==> config.mk <==
export PLATFORM = sky130hd
export DESIGN_NAME = integer_field_formatter_top_flat
export DESIGN_NICKNAME = d
export VERILOG_FILES = /design/src/hw/rtl/iff_pkg.sv /design/src/hw/rtl/iff_if.sv /design/src/hw/rtl/iff_digit_unit.sv /design/src/hw/rtl/integer_field_formatter_top.sv /design/src/flat_wrapper.sv
export SDC_FILE = /design/constraint.sdc
export NUM_CORES = 1
export LEC_CHECK = 0
export BUFFER_PORTS_ARGS = -buffer_cell sky130_fd_sc_hd__buf_2
export CAP_MARGIN = 25
export CORE_UTILIZATION = 53
export DETAILED_ROUTE_END_ITERATION = 10
export PLACE_DENSITY = 0.69
export REMOVE_ABC_BUFFERS = 1
export SYNTH_ARGS = -nofsm -noshare
export SYNTH_HDL_FRONTEND = slang
export SYNTH_SLANG_ARGS = --single-unit
==> constraint.sdc <==
create_clock -name clk -period 10.3 [get_ports clk]
set_input_delay 1.03 -clock clk [delete_from_list [all_inputs] [get_ports clk]]
set_output_delay 1.03 -clock clk [all_outputs]
set_load 0.01 [all_outputs]
==> src/hw/rtl/iff_pkg.sv <==
// Shared constants, types and helpers for the integer field formatter.
package iff_pkg;

	localparam int unsigned VALUE_W         = 32;
	localparam int unsigned FW_W            = 6;
	localparam int unsigned CHAR_W          = 8;
	localparam int unsigned DIGIT_W         = 4;
	localparam int unsigned MAX_FIELD_WIDTH = 32;
	localparam int unsigned MAX_DIGITS      = 10;
	localparam int unsigned DIDX_W          = $clog2(MAX_DIGITS);
	localparam int unsigned DCNT_W          = $clog2(MAX_DIGITS + 1);

	// floor(x / 10) == (x * RECIP_10) >> RECIP_SHIFT for every 32-bit x
	localparam logic [VALUE_W-1:0] RECIP_10    = 32'hCCCC_CCCD;
	localparam int unsigned        RECIP_SHIFT = 35;

	localparam logic [CHAR_W-1:0] CHAR_MINUS   = 8'h2D;
	localparam logic [CHAR_W-1:0] CHAR_ZERO    = 8'h30;
	localparam logic [CHAR_W-1:0] CHAR_SPACE   = 8'h20;
	localparam logic [CHAR_W-1:0] CHAR_UPPER_A = 8'h41;
	localparam logic [CHAR_W-1:0] CHAR_LOWER_A = 8'h61;

	typedef logic [DIGIT_W-1:0] digit_t;

	function automatic logic [CHAR_W-1:0] digit_char(input digit_t d, input logic up);
		logic [CHAR_W-1:0] base;
		base = up ? CHAR_UPPER_A : CHAR_LOWER_A;
		if (d < DIGIT_W'(10)) begin
			digit_char = CHAR_ZERO + CHAR_W'(d);
		end else begin
			digit_char = base + CHAR_W'(d - DIGIT_W'(10));
		end
	endfunction

endpackage

==> src/hw/rtl/iff_if.sv <==
// Channel interfaces: input value transactions and output character transactions.
interface iff_item_if import iff_pkg::*; ();
	logic                     valid;
	logic                     ready;
	logic [VALUE_W-1:0]       value;
	logic                     hex_base;
	logic                     signed_mode;
	logic [FW_W-1:0]          field_width;
	logic                     left_align;
	logic                     zero_fill;
	logic                     upper_case;

	modport source(output valid, value, hex_base, signed_mode, field_width, left_align,
		zero_fill, upper_case, input ready);
	modport sink(input valid, value, hex_base, signed_mode, field_width, left_align,
		zero_fill, upper_case, output ready);
endinterface

interface iff_char_if import iff_pkg::*; ();
	logic              valid;
	logic              ready;
	logic [CHAR_W-1:0] char_out;
	logic              last_char;

	modport source(output valid, char_out, last_char, input ready);
	modport sink(input valid, char_out, last_char, output ready);
endinterface

==> src/hw/rtl/iff_digit_unit.sv <==
// Shared divide-by-base step: quotient of the working value and the digit it leaves.
module iff_digit_unit import iff_pkg::*; (
	input  logic               hex,
	input  logic [VALUE_W-1:0] operand,
	output logic [VALUE_W-1:0] quotient,
	input  logic [VALUE_W-1:0] prev,
	input  logic [VALUE_W-1:0] prev_quot,
	output digit_t             digit
);

	logic [2*VALUE_W-1:0] prod;
	logic [DIGIT_W-1:0]   q10_low;

	// reciprocal multiply for base 10, plain shift for base 16
	assign prod     = {{VALUE_W{1'b0}}, operand} * {{VALUE_W{1'b0}}, RECIP_10};
	assign quotient = hex ? (operand >> DIGIT_W)
		: VALUE_W'(prod[2*VALUE_W-1:RECIP_SHIFT]);

	// remainder only needs the low nibble: prev - 10*q (or - 16*q, low nibble zero)
	assign q10_low = {prev_quot[0], 3'b000} + {prev_quot[2:0], 1'b0};
	assign digit   = hex ? prev[DIGIT_W-1:0] : prev[DIGIT_W-1:0] - q10_low;

endmodule

==> src/hw/rtl/integer_field_formatter_top.sv <==
// Integer field formatter: one value transaction in, its printf-style characters out.
// Flow: conversion stores one digit per cycle, then a setup state lays out the field and
//   characters leave through the output register, one per cycle while chars.ready is high.
// A new transaction is accepted only in idle, once the last character of the previous field
//   is loaded; the divide unit and the single output register set the pace.
// Reset (arst_n low): sequencer idle, output register empty; digit store not cleared.
module integer_field_formatter_top import iff_pkg::*; (
	input  logic         clk,
	input  logic         arst_n,
	iff_item_if.sink     item,
	iff_char_if.source   chars
);

	typedef enum logic [2:0] {
		S_IDLE,
		S_CONV,
		S_SETUP,
		S_LSIGN,
		S_PADL,
		S_TSIGN,
		S_DIGIT,
		S_PADR
	} state_t;

	state_t              state_q;
	logic [VALUE_W-1:0]  cur_q;      // remaining value fed to the divide unit
	logic [VALUE_W-1:0]  prev_q;     // value one step behind, source of the digit
	logic                primed_q;   // prev_q/cur_q pair is valid
	logic [DCNT_W-1:0]   dcnt_q;
	logic [FW_W-1:0]     w_q;
	logic                neg_q, hex_q, left_q, zf_q, up_q;
	logic                tsign_q, padr_q;
	logic [FW_W-1:0]     cnt_q;      // pad characters still to send
	logic [CHAR_W-1:0]   padch_q;
	logic                ovalid_q;
	logic [CHAR_W-1:0]   char_q;
	logic                last_q;
	digit_t              digit_store_q [MAX_DIGITS];

	logic [VALUE_W-1:0]  quot;
	digit_t              digit;
	logic                accept;
	logic                can_load;
	logic                load_char;  // an emit state loads the output register
	logic                neg_in;
	logic [VALUE_W-1:0]  mag_in;

	// field layout, worked out once conversion has the digit count
	logic                lead;
	logic [FW_W-1:0]     w2, len, padn;
	logic                padl_now;

	iff_digit_unit u_digit (
		.hex       (hex_q),
		.operand   (cur_q),
		.quotient  (quot),
		.prev      (prev_q),
		.prev_quot (cur_q),
		.digit     (digit)
	);

	assign item.ready = (state_q == S_IDLE);
	assign accept     = item.valid && item.ready;
	assign can_load   = !ovalid_q || chars.ready;
	assign load_char  = can_load && (state_q == S_LSIGN || state_q == S_PADL
		|| state_q == S_TSIGN || state_q == S_DIGIT || state_q == S_PADR);

	assign chars.valid     = ovalid_q;
	assign chars.char_out  = char_q;
	assign chars.last_char = last_q;

	assign neg_in = !item.hex_base && item.signed_mode && item.value[VALUE_W-1];
	assign mag_in = neg_in ? (VALUE_W'(0) - item.value) : item.value;

	// a negative value with zero fill and a width sends its sign ahead of the padding
	assign lead     = neg_q && zf_q && (w_q != '0);
	assign w2       = w_q - FW_W'(lead);
	assign len      = FW_W'(dcnt_q) + FW_W'(neg_q && !lead);
	assign padn     = (w2 > len) ? (w2 - len) : '0;
	assign padl_now = !left_q && (padn != '0);

	always_ff @(posedge clk) begin
		if (state_q == S_CONV && primed_q) begin
			digit_store_q[dcnt_q[DIDX_W-1:0]] <= digit;
		end
	end

	always_ff @(posedge clk or negedge arst_n) begin
		if (!arst_n) begin
			state_q  <= S_IDLE;
			cur_q    <= '0;
			prev_q   <= '0;
			primed_q <= 1'b0;
			dcnt_q   <= '0;
			w_q      <= '0;
			neg_q    <= 1'b0;
			hex_q    <= 1'b0;
			left_q   <= 1'b0;
			zf_q     <= 1'b0;
			up_q     <= 1'b0;
			tsign_q  <= 1'b0;
			padr_q   <= 1'b0;
			cnt_q    <= '0;
			padch_q  <= CHAR_SPACE;
			ovalid_q <= 1'b0;
			char_q   <= '0;
			last_q   <= 1'b0;
		end else begin
			// drained with nothing new to load
			if (ovalid_q && chars.ready && !load_char) begin
				ovalid_q <= 1'b0;
			end
			unique case (state_q)
				S_IDLE: begin
					if (accept) begin
						cur_q    <= mag_in;
						primed_q <= 1'b0;
						dcnt_q   <= '0;
						w_q      <= (item.field_width > FW_W'(MAX_FIELD_WIDTH))
							? FW_W'(MAX_FIELD_WIDTH) : item.field_width;
						neg_q    <= neg_in;
						hex_q    <= item.hex_base;
						left_q   <= item.left_align;
						zf_q     <= item.zero_fill;
						up_q     <= item.upper_case;
						state_q  <= S_CONV;
					end
				end
				S_CONV: begin
					// one digit per cycle, least significant first
					cur_q    <= quot;
					prev_q   <= cur_q;
					primed_q <= 1'b1;
					if (primed_q) begin
						dcnt_q <= dcnt_q + DCNT_W'(1);
						if (cur_q == '0) begin
							state_q <= S_SETUP;
						end
					end
				end
				S_SETUP: begin
					tsign_q <= neg_q && !lead;
					padr_q  <= left_q && (padn != '0);
					cnt_q   <= padn;
					padch_q <= (w_q != '0 && zf_q) ? CHAR_ZERO : CHAR_SPACE;
					priority if (lead) begin
						state_q <= S_LSIGN;
					end else if (padl_now) begin
						state_q <= S_PADL;
					end else if (neg_q) begin
						state_q <= S_TSIGN;
					end else begin
						state_q <= S_DIGIT;
					end
				end
				S_LSIGN: begin
					if (can_load) begin
						ovalid_q <= 1'b1;
						char_q   <= CHAR_MINUS;
						last_q   <= 1'b0;
						state_q  <= (cnt_q != '0 && !left_q) ? S_PADL : S_DIGIT;
					end
				end
				S_PADL: begin
					if (can_load) begin
						ovalid_q <= 1'b1;
						char_q   <= padch_q;
						last_q   <= 1'b0;
						cnt_q    <= cnt_q - FW_W'(1);
						if (cnt_q == FW_W'(1)) begin
							state_q <= tsign_q ? S_TSIGN : S_DIGIT;
						end
					end
				end
				S_TSIGN: begin
					if (can_load) begin
						ovalid_q <= 1'b1;
						char_q   <= CHAR_MINUS;
						last_q   <= 1'b0;
						state_q  <= S_DIGIT;
					end
				end
				S_DIGIT: begin
					// most significant first, reading the store back down
					if (can_load) begin
						ovalid_q <= 1'b1;
						char_q   <= digit_char(
							digit_store_q[DIDX_W'(dcnt_q - DCNT_W'(1))], up_q);
						dcnt_q   <= dcnt_q - DCNT_W'(1);
						last_q   <= (dcnt_q == DCNT_W'(1)) && !padr_q;
						if (dcnt_q == DCNT_W'(1)) begin
							state_q <= padr_q ? S_PADR : S_IDLE;
						end
					end
				end
				S_PADR: begin
					if (can_load) begin
						ovalid_q <= 1'b1;
						char_q   <= padch_q;
						cnt_q    <= cnt_q - FW_W'(1);
						last_q   <= (cnt_q == FW_W'(1));
						if (cnt_q == FW_W'(1)) begin
							state_q <= S_IDLE;
						end
					end
				end
				default: begin
					state_q <= S_IDLE;
				end
			endcase
		end
	end

	// a new transaction always starts conversion with an unprimed divide pipe
	a_accept_starts_conv: assert property (@(posedge clk) disable iff (!arst_n)
		accept |=> (state_q == S_CONV) && !primed_q && (dcnt_q == '0))
		else $error("conversion not started cleanly");

	// the digit store never overflows during conversion
	a_dcnt_bound: assert property (@(posedge clk) disable iff (!arst_n)
		(state_q == S_CONV) |-> (dcnt_q < DCNT_W'(MAX_DIGITS)))
		else $error("digit count exceeds store depth");

	// digit emission always has a stored digit to read
	a_digit_present: assert property (@(posedge clk) disable iff (!arst_n)
		(state_q == S_DIGIT) |-> (dcnt_q != '0))
		else $error("digit emission with empty store");

	// loading the final character returns the sequencer to idle
	a_last_ends_field: assert property (@(posedge clk) disable iff (!arst_n)
		(ovalid_q && last_q && !$stable(char_q)) || (ovalid_q && $rose(last_q))
		|-> (state_q == S_IDLE))
		else $error("final character loaded without ending the field");

	// pad states only run with pad characters left
	a_pad_count: assert property (@(posedge clk) disable iff (!arst_n)
		(state_q == S_PADL || state_q == S_PADR) |-> (cnt_q != '0))
		else $error("pad state with zero pad count");

endmodule
==> src/flat_wrapper.sv <==
// flat-port wrapper written by rule: the top's interface ports become plain ports
module integer_field_formatter_top_flat import iff_pkg::*;
  (clk, arst_n, item_valid, item_value, item_hex_base, item_signed_mode, item_field_width, item_left_align, item_zero_fill, item_upper_case, item_ready, chars_valid, chars_char_out, chars_last_char, chars_ready);
  iff_item_if item_i ();
  iff_char_if chars_i ();
  input  logic clk;
  input  logic arst_n;
  input wire logic [$bits(item_i.valid)-1:0] item_valid;
  input wire logic [$bits(item_i.value)-1:0] item_value;
  input wire logic [$bits(item_i.hex_base)-1:0] item_hex_base;
  input wire logic [$bits(item_i.signed_mode)-1:0] item_signed_mode;
  input wire logic [$bits(item_i.field_width)-1:0] item_field_width;
  input wire logic [$bits(item_i.left_align)-1:0] item_left_align;
  input wire logic [$bits(item_i.zero_fill)-1:0] item_zero_fill;
  input wire logic [$bits(item_i.upper_case)-1:0] item_upper_case;
  output wire logic [$bits(item_i.ready)-1:0] item_ready;
  output wire logic [$bits(chars_i.valid)-1:0] chars_valid;
  output wire logic [$bits(chars_i.char_out)-1:0] chars_char_out;
  output wire logic [$bits(chars_i.last_char)-1:0] chars_last_char;
  input wire logic [$bits(chars_i.ready)-1:0] chars_ready;
  assign item_i.valid = item_valid;
  assign item_i.value = item_value;
  assign item_i.hex_base = item_hex_base;
  assign item_i.signed_mode = item_signed_mode;
  assign item_i.field_width = item_field_width;
  assign item_i.left_align = item_left_align;
  assign item_i.zero_fill = item_zero_fill;
  assign item_i.upper_case = item_upper_case;
  assign item_ready = item_i.ready;
  assign chars_valid = chars_i.valid;
  assign chars_char_out = chars_i.char_out;
  assign chars_last_char = chars_i.last_char;
  assign chars_i.ready = chars_ready;
  integer_field_formatter_top u_core (.clk(clk), .arst_n(arst_n), .item(item_i), .chars(chars_i));
endmodule
Word level (Yosys, flattened, before mapping)
Memories as Yosys holds them, arrays and structs flattened.
Index checks and enable logic that the tools add are counted.
Widths: inputs -> output; s select.
{"block": "op_classes", "add_sub_neg": 12, "mul": 1, "n_lt_le_gt_ge": 3, "eq_ne": 23, "mux": 49, "reduce_logical": 47}
{"cell": "$mul 32x32->64 const B", "count": 1}
{"cell": "$mux 32", "count": 2}
{"cell": "$pmux 32 s2", "count": 1}
{"cell": "$mux 3", "count": 14}
{"cell": "$logic_not 32->1", "count": 1}
{"cell": "$mux 8", "count": 4}
{"cell": "$sub 1x32->32 const A", "count": 1}
{"cell": "$mux 29", "count": 1}
{"cell": "$mux 6", "count": 4}
{"cell": "$pmux 3 s8", "count": 1}
{"cell": "$pmux 8 s3", "count": 1}
{"cell": "$ne 2x1->1 const B", "count": 9}
{"cell": "$reduce_bool 6->1", "count": 3}
{"cell": "$mux 4", "count": 4}
{"cell": "$logic_and 1x1->1", "count": 15}
{"cell": "$eq 3x3->1 const B", "count": 4}
{"cell": "$pmux 4 s3", "count": 1}
{"cell": "$pmux 6 s2", "count": 1}
{"cell": "$reduce_and 4->1", "count": 3}
{"cell": "$reduce_and 11->1", "count": 1}
{"cell": "$ne 2x2->1 const B", "count": 5}
{"cell": "$mux 1", "count": 9}
{"cell": "$reduce_bool 3->1", "count": 3}
{"cell": "$add 8x8->8", "count": 1}
{"cell": "29 further kinds", "count": 45}
{"block": "word_totals", "regBits": 81, "ramBits": 40, "input_bits": 47, "out_inout_bits": 11, "elab_cells": 154, "n_memories": 1}
{"memory": "u_core.digit_store_q", "words": 10, "word_bits": 4, "rd": 1, "rd_clocked_by_memory_dff": 0, "write_ports": 1, "line_no": "integer_field_formatter_top.sv:38", "source": "digit_t digit_store_q [MAX_DIGITS];"}

Logic depth before layout (Yosys ltp)
{"block": "logic_depth", "word_depth": 12, "ltp_mapped": 27, "mapped_depth_nobuf": 27}

Hierarchy
A second synthesis with hierarchy kept.
{"block": "hier_totals", "hier_cells": 2716, "hier_area_um2": 25539.5}
{"module": "iff_digit_unit", "n_inst": 1, "cells_per_inst": 1890, "area_each_um2": 17713.2}
{"module": "integer_field_formatter_top", "n_inst": 1, "cells_per_inst": 826, "area_each_um2": 7826.3}

Worst setup path after synthesis
No wires, ideal clock.
{"block": "synth_path", "kind": "reg2reg", "from": "reg u_core.cur_q[18]", "to": "reg u_core.cur_q[23]", "arrival_ns": 6.883, "required_time_ns": 10.180, "slack_ns": 3.298, "path_stages_with_launch": 27, "path_cell_list": "dfrtp_1 inv_1 ha_1 inv_1 fa_1 inv_1 fa_1 inv_1 fa_1 inv_1 fa_1 fa_1 fa_1 inv_1 fa_1 inv_1 ha_1 nand4_2 nor2_4 nand4_2 o41ai_2 nor3_1 a211oi_2 o21ai_2 o2111a_1 or3_1 and3_1"}
{"block": "synth_via", "elab_chain_cells": 3}
{"item": "from (decl)", "line_no": "integer_field_formatter_top.sv:26", "source": "logic [VALUE_W-1:0] cur_q;"}
{"item": "from (signal assigned)", "line_no": "integer_field_formatter_top.sv:116", "source": "cur_q <= mag_in;"}
{"item": "from (signal assigned)", "line_no": "integer_field_formatter_top.sv:131", "source": "cur_q <= quot;"}
{"item": "$mul 32x32->64", "line_no": "iff_digit_unit.sv:15", "source": "assign prod = {{VALUE_W{1'b0}}, operand} * {{VALUE_W{1'b0}}, RECIP_10};"}
{"item": "$mux 29", "line_no": "iff_digit_unit.sv:16", "source": "assign quotient = hex ? (operand >> DIGIT_W)"}
{"item": "$pmux 32 s2", "line_no": "integer_field_formatter_top.sv:113", "source": "unique case (state_q)"}
No other way between the ends.
A chain may end at the register's enable or synchronous reset.

Worst setup path after layout
Ends and elaborated chain as after synthesis.

==> results.json <==
{
  "drive_gt1_frac": 0.0521,
  "layout_min_cycle_time_ps": 8320,
  "multiInputGateArea_um2": 18500,
  "post-route-period-util": 0.808,
  "drc": 0,
  "cp-start-kind": "flip-flop",
  "ys.flop_type": "dfrtp_1",
  "initialDrtViolationCount": 1799,
  "criticalPathCategory": "reg -> reg",
  "die_height_um": 217,
  "design.die.area_um2": 47000,
  "synth_sequential_area_ratio": 0.125,
  "cts.clk_slew.worst_paths_ps": 60,
  "areaGrowthSynthToFinish_pct": 5.78,
  "ctsHtreeMaxLevel": 4,
  "worst_slew_pin_slew_ps": 1140,
  "clock_latency_ps": 430,
  "grt_start_max_net_pins": 68,
  "timing.critical_path.slowest_cell_delay_ps": 690,
  "critPathLaunch": "u_core.cur_q[18]",
  "max_freq_mhz": 120,
  "end_kind": "flip-flop",
  "num_rows": 78,
  "postSynth.asyncResetShare": 0.649,
  "gp_congestion": 1.03,
  "cts_inserted_buffers": 17,
  "timing.final.hold_violations": 0,
  "met2RoutedLength_um": 33500,
  "cts_hold_buffers": 0,
  "finalSetupTns_ps": 0,
  "post_cts_resized": 0,
  "yosys_warnings": 0,
  "synthTopCellsByArea": "fa_1 (32%), ha_1 (20%), inv_1 (10%)",
  "grt.total_usage": 0.325,
  "synth.top_cell.area_share": 0.317,
  "postCtsSetupBuffers": 0,
  "port_buffers": 57,
  "ys_seq_elements": 114,
  "final_antenna_diode_count": 0,
  "num-nets-final": 3422,
  "met1Wirelength_um": 30800,
  "seq_area_um2": 3050,
  "grt_pass1_vias": 19428,
  "route.detailed.vias_per_inst": 5.75,
  "chipWidth_um": 217,
  "synth_enable_flop_cells": 40,
  "drt-wirelength-per-cell_um": 22.5,
  "fin_worst_skew_ps": 8.19,
  "syn-instance-count": 2571,
  "synth_area_leader_cell": "fa_1",
  "via_count": 18458,
  "grt.overflow.total": 0,
  "mappedNetlistArea_um2": 24500,
  "io-pin-count": 58,
  "min_path_type": "in -> async",
  "post-synth-top-count-cell": "inv_1",
  "antenna_found_initial": 1,
  "outcome": "finished clean",
  "cts_num_sinks": 114,
  "cts.path.max_buffers": 2,
  "clock_tree_from_tritoncts": "done",
  "wirelength_um": 72300,
  "crit_path_top_delay_cell": "dfrtp_1",
  "core_area_um2": 45500,
  "timing.final.setup_violations": 0,
  "firstDrtPassIters": 6,
  "post_synth.cell_area_avg_um2": 9.52,
  "critical_path_required_ps": 10610,
  "initial_utilization": 0.538,
  "worst_ep_arrival_time_ps": 8630,
  "grt_pass1_wl_um": 114000,
  "maxSlewViolCount": 0,
  "cp_max_fo": 8,
  "fill_cells": 4040,
  "netlist-cell-type-count": 83,
  "timing.max_cap.violations": 0,
  "max_slew_margin": 0.240,
  "met3WireLength_um": 4640,
  "grt_setup_unrepaired": "no",
  "ant_nets": 0,
  "dp_hpwl_um": 62500,
  "cts_root_buf": "clkbuf_16",
  "synth_top_cells_by_count": "inv_1 (684), ha_1 (391), fa_1 (387)",
  "timing.rr.start": "u_core.cur_q[18]",
  "route.top_layer_used": "met4"
}
[cell type report]
| type | instances | share of cell area |
|---|---|---|
| Tap cell | 600 | 0.0290 |
| Multi-Input combinational cell | 1714 | 0.717 |
| Sequential cell | 114 | 0.118 |
| Clock buffer | 18 | 0.0170 |
| Clock inverter | 14 | 0.00653 |
| Timing Repair Buffer | 66 | 0.0136 |
| Inverter | 684 | 0.0992 |
[flip-flops by register name (all words and copies together) (netlist names), 3 cells and up]
name and count:
u_core.prev_q 4, u_core.chars.char_out 8, u_core.state_q 3, u_core.dcnt_q 4, u_core.w_q 6, u_core.digit_store_q 40, u_core.cur_q 32, u_core.cnt_q 6
[path summary, 6_finish.rpt]
path	to	slack (ps)	cells after the start
setup / recovery	u_core.cur_q[23]	1980	26
hold / removal	u_core.cur_q[31]	410	1
setup reg to reg	u_core.cur_q[23]	1980	26
hold reg to reg	u_core.chars.last_char	480	1
max in group asynchronous	u_core.w_q[1]	8780	2
min in group clk	u_core.chars.last_char	480	1
[per-layer routing]
| metal | GRT usage | vias up |
|---|---|---|
| li1 | - | 8286 |
| met1 | 0.445 | 9329 |
| met2 | 0.523 | 709 |
| met3 | 0.0407 | 134 |
| met4 | 0.133 | 0 |
| met5 | 0 | - |
[stage by stage]
step / setup WS (ps) / area, µm² / instances / util / hold slack, ps
after floorplan: 3290 / 24200 / 2512 / - / 450
after global placement: 2070 / 25300 / 3176 / 0.555 / 457
after detailed placement: 2030 / 25300 / 3176 / 0.555 / 463
after CTS: 2010 / 25900 / 3208 / 0.569 / 399
after global routing: 1680 / 25900 / 3210 / 0.569 / 403
final: 1980 / 25900 / 3210 / 0.569 / 406
[placed cells by master, fill, tap and decap left out, types with 6 or more instances in the layout]
cell type / synthesis / final
inv_1: 684 / 684
ha_1: 391 / 391
fa_1: 387 / 387
nand2_1: 131 / 131
a21oi_1: 117 / 117
o21ai_0: 94 / 94
dfrtp_1: 74 / 74
nor2_1: 72 / 71
xor2_1: 64 / 64
buf_2: 2 / 56
xnor2_1: 55 / 55
a21o_1: 48 / 48
edfxtp_1: 40 / 40
nand3_1: 31 / 31
nor3_1: 27 / 27
and3_1: 18 / 18
and2_1: 16 / 17
clkbuf_16: 0 / 17
nand4_1: 16 / 16
a31oi_1: 16 / 16
nand2b_1: 14 / 14
nor2b_1: 13 / 13
o31ai_1: 13 / 13
o21bai_1: 13 / 13
mux2i_1: 11 / 11
a211oi_1: 11 / 11
or3_1: 11 / 11
a221oi_1: 9 / 9
o211ai_1: 9 / 9
a222oi_1: 9 / 9
mux4_2: 8 / 8
buf_4: 3 / 8
a22o_1: 7 / 7
o22ai_1: 7 / 7
or2_2: 6 / 6
[worst max-delay path, delay by kind of cell, from the launching register on]
family                   cells  cell delay, ps
AND/OR/NAND/NOR              6            1180
AO/OA/AOI/OAI                4            1350
adder cells (fa/ha/maj)      9            4450
flip-flops                   1             690
buffers and inverters        7             540
[cells by family after synthesis]
| kind of cell | after synthesis | synth area share |
|---|---|---|
| adder cells (fa/ha/maj) | 778 | 0.517 |
| AO/OA/AOI/OAI | 400 | 0.104 |
| XOR/XNOR | 119 | 0.0426 |
| AND/OR/NAND/NOR | 395 | 0.0816 |
| buffers and inverters | 743 | 0.117 |
| flip-flops | 114 | 0.125 |
| multiplexers | 22 | 0.0132 |
Power is left out: the tool's default activity adds up to more than one toggle a clock period on the data nets, which glitch-free logic cannot reach.
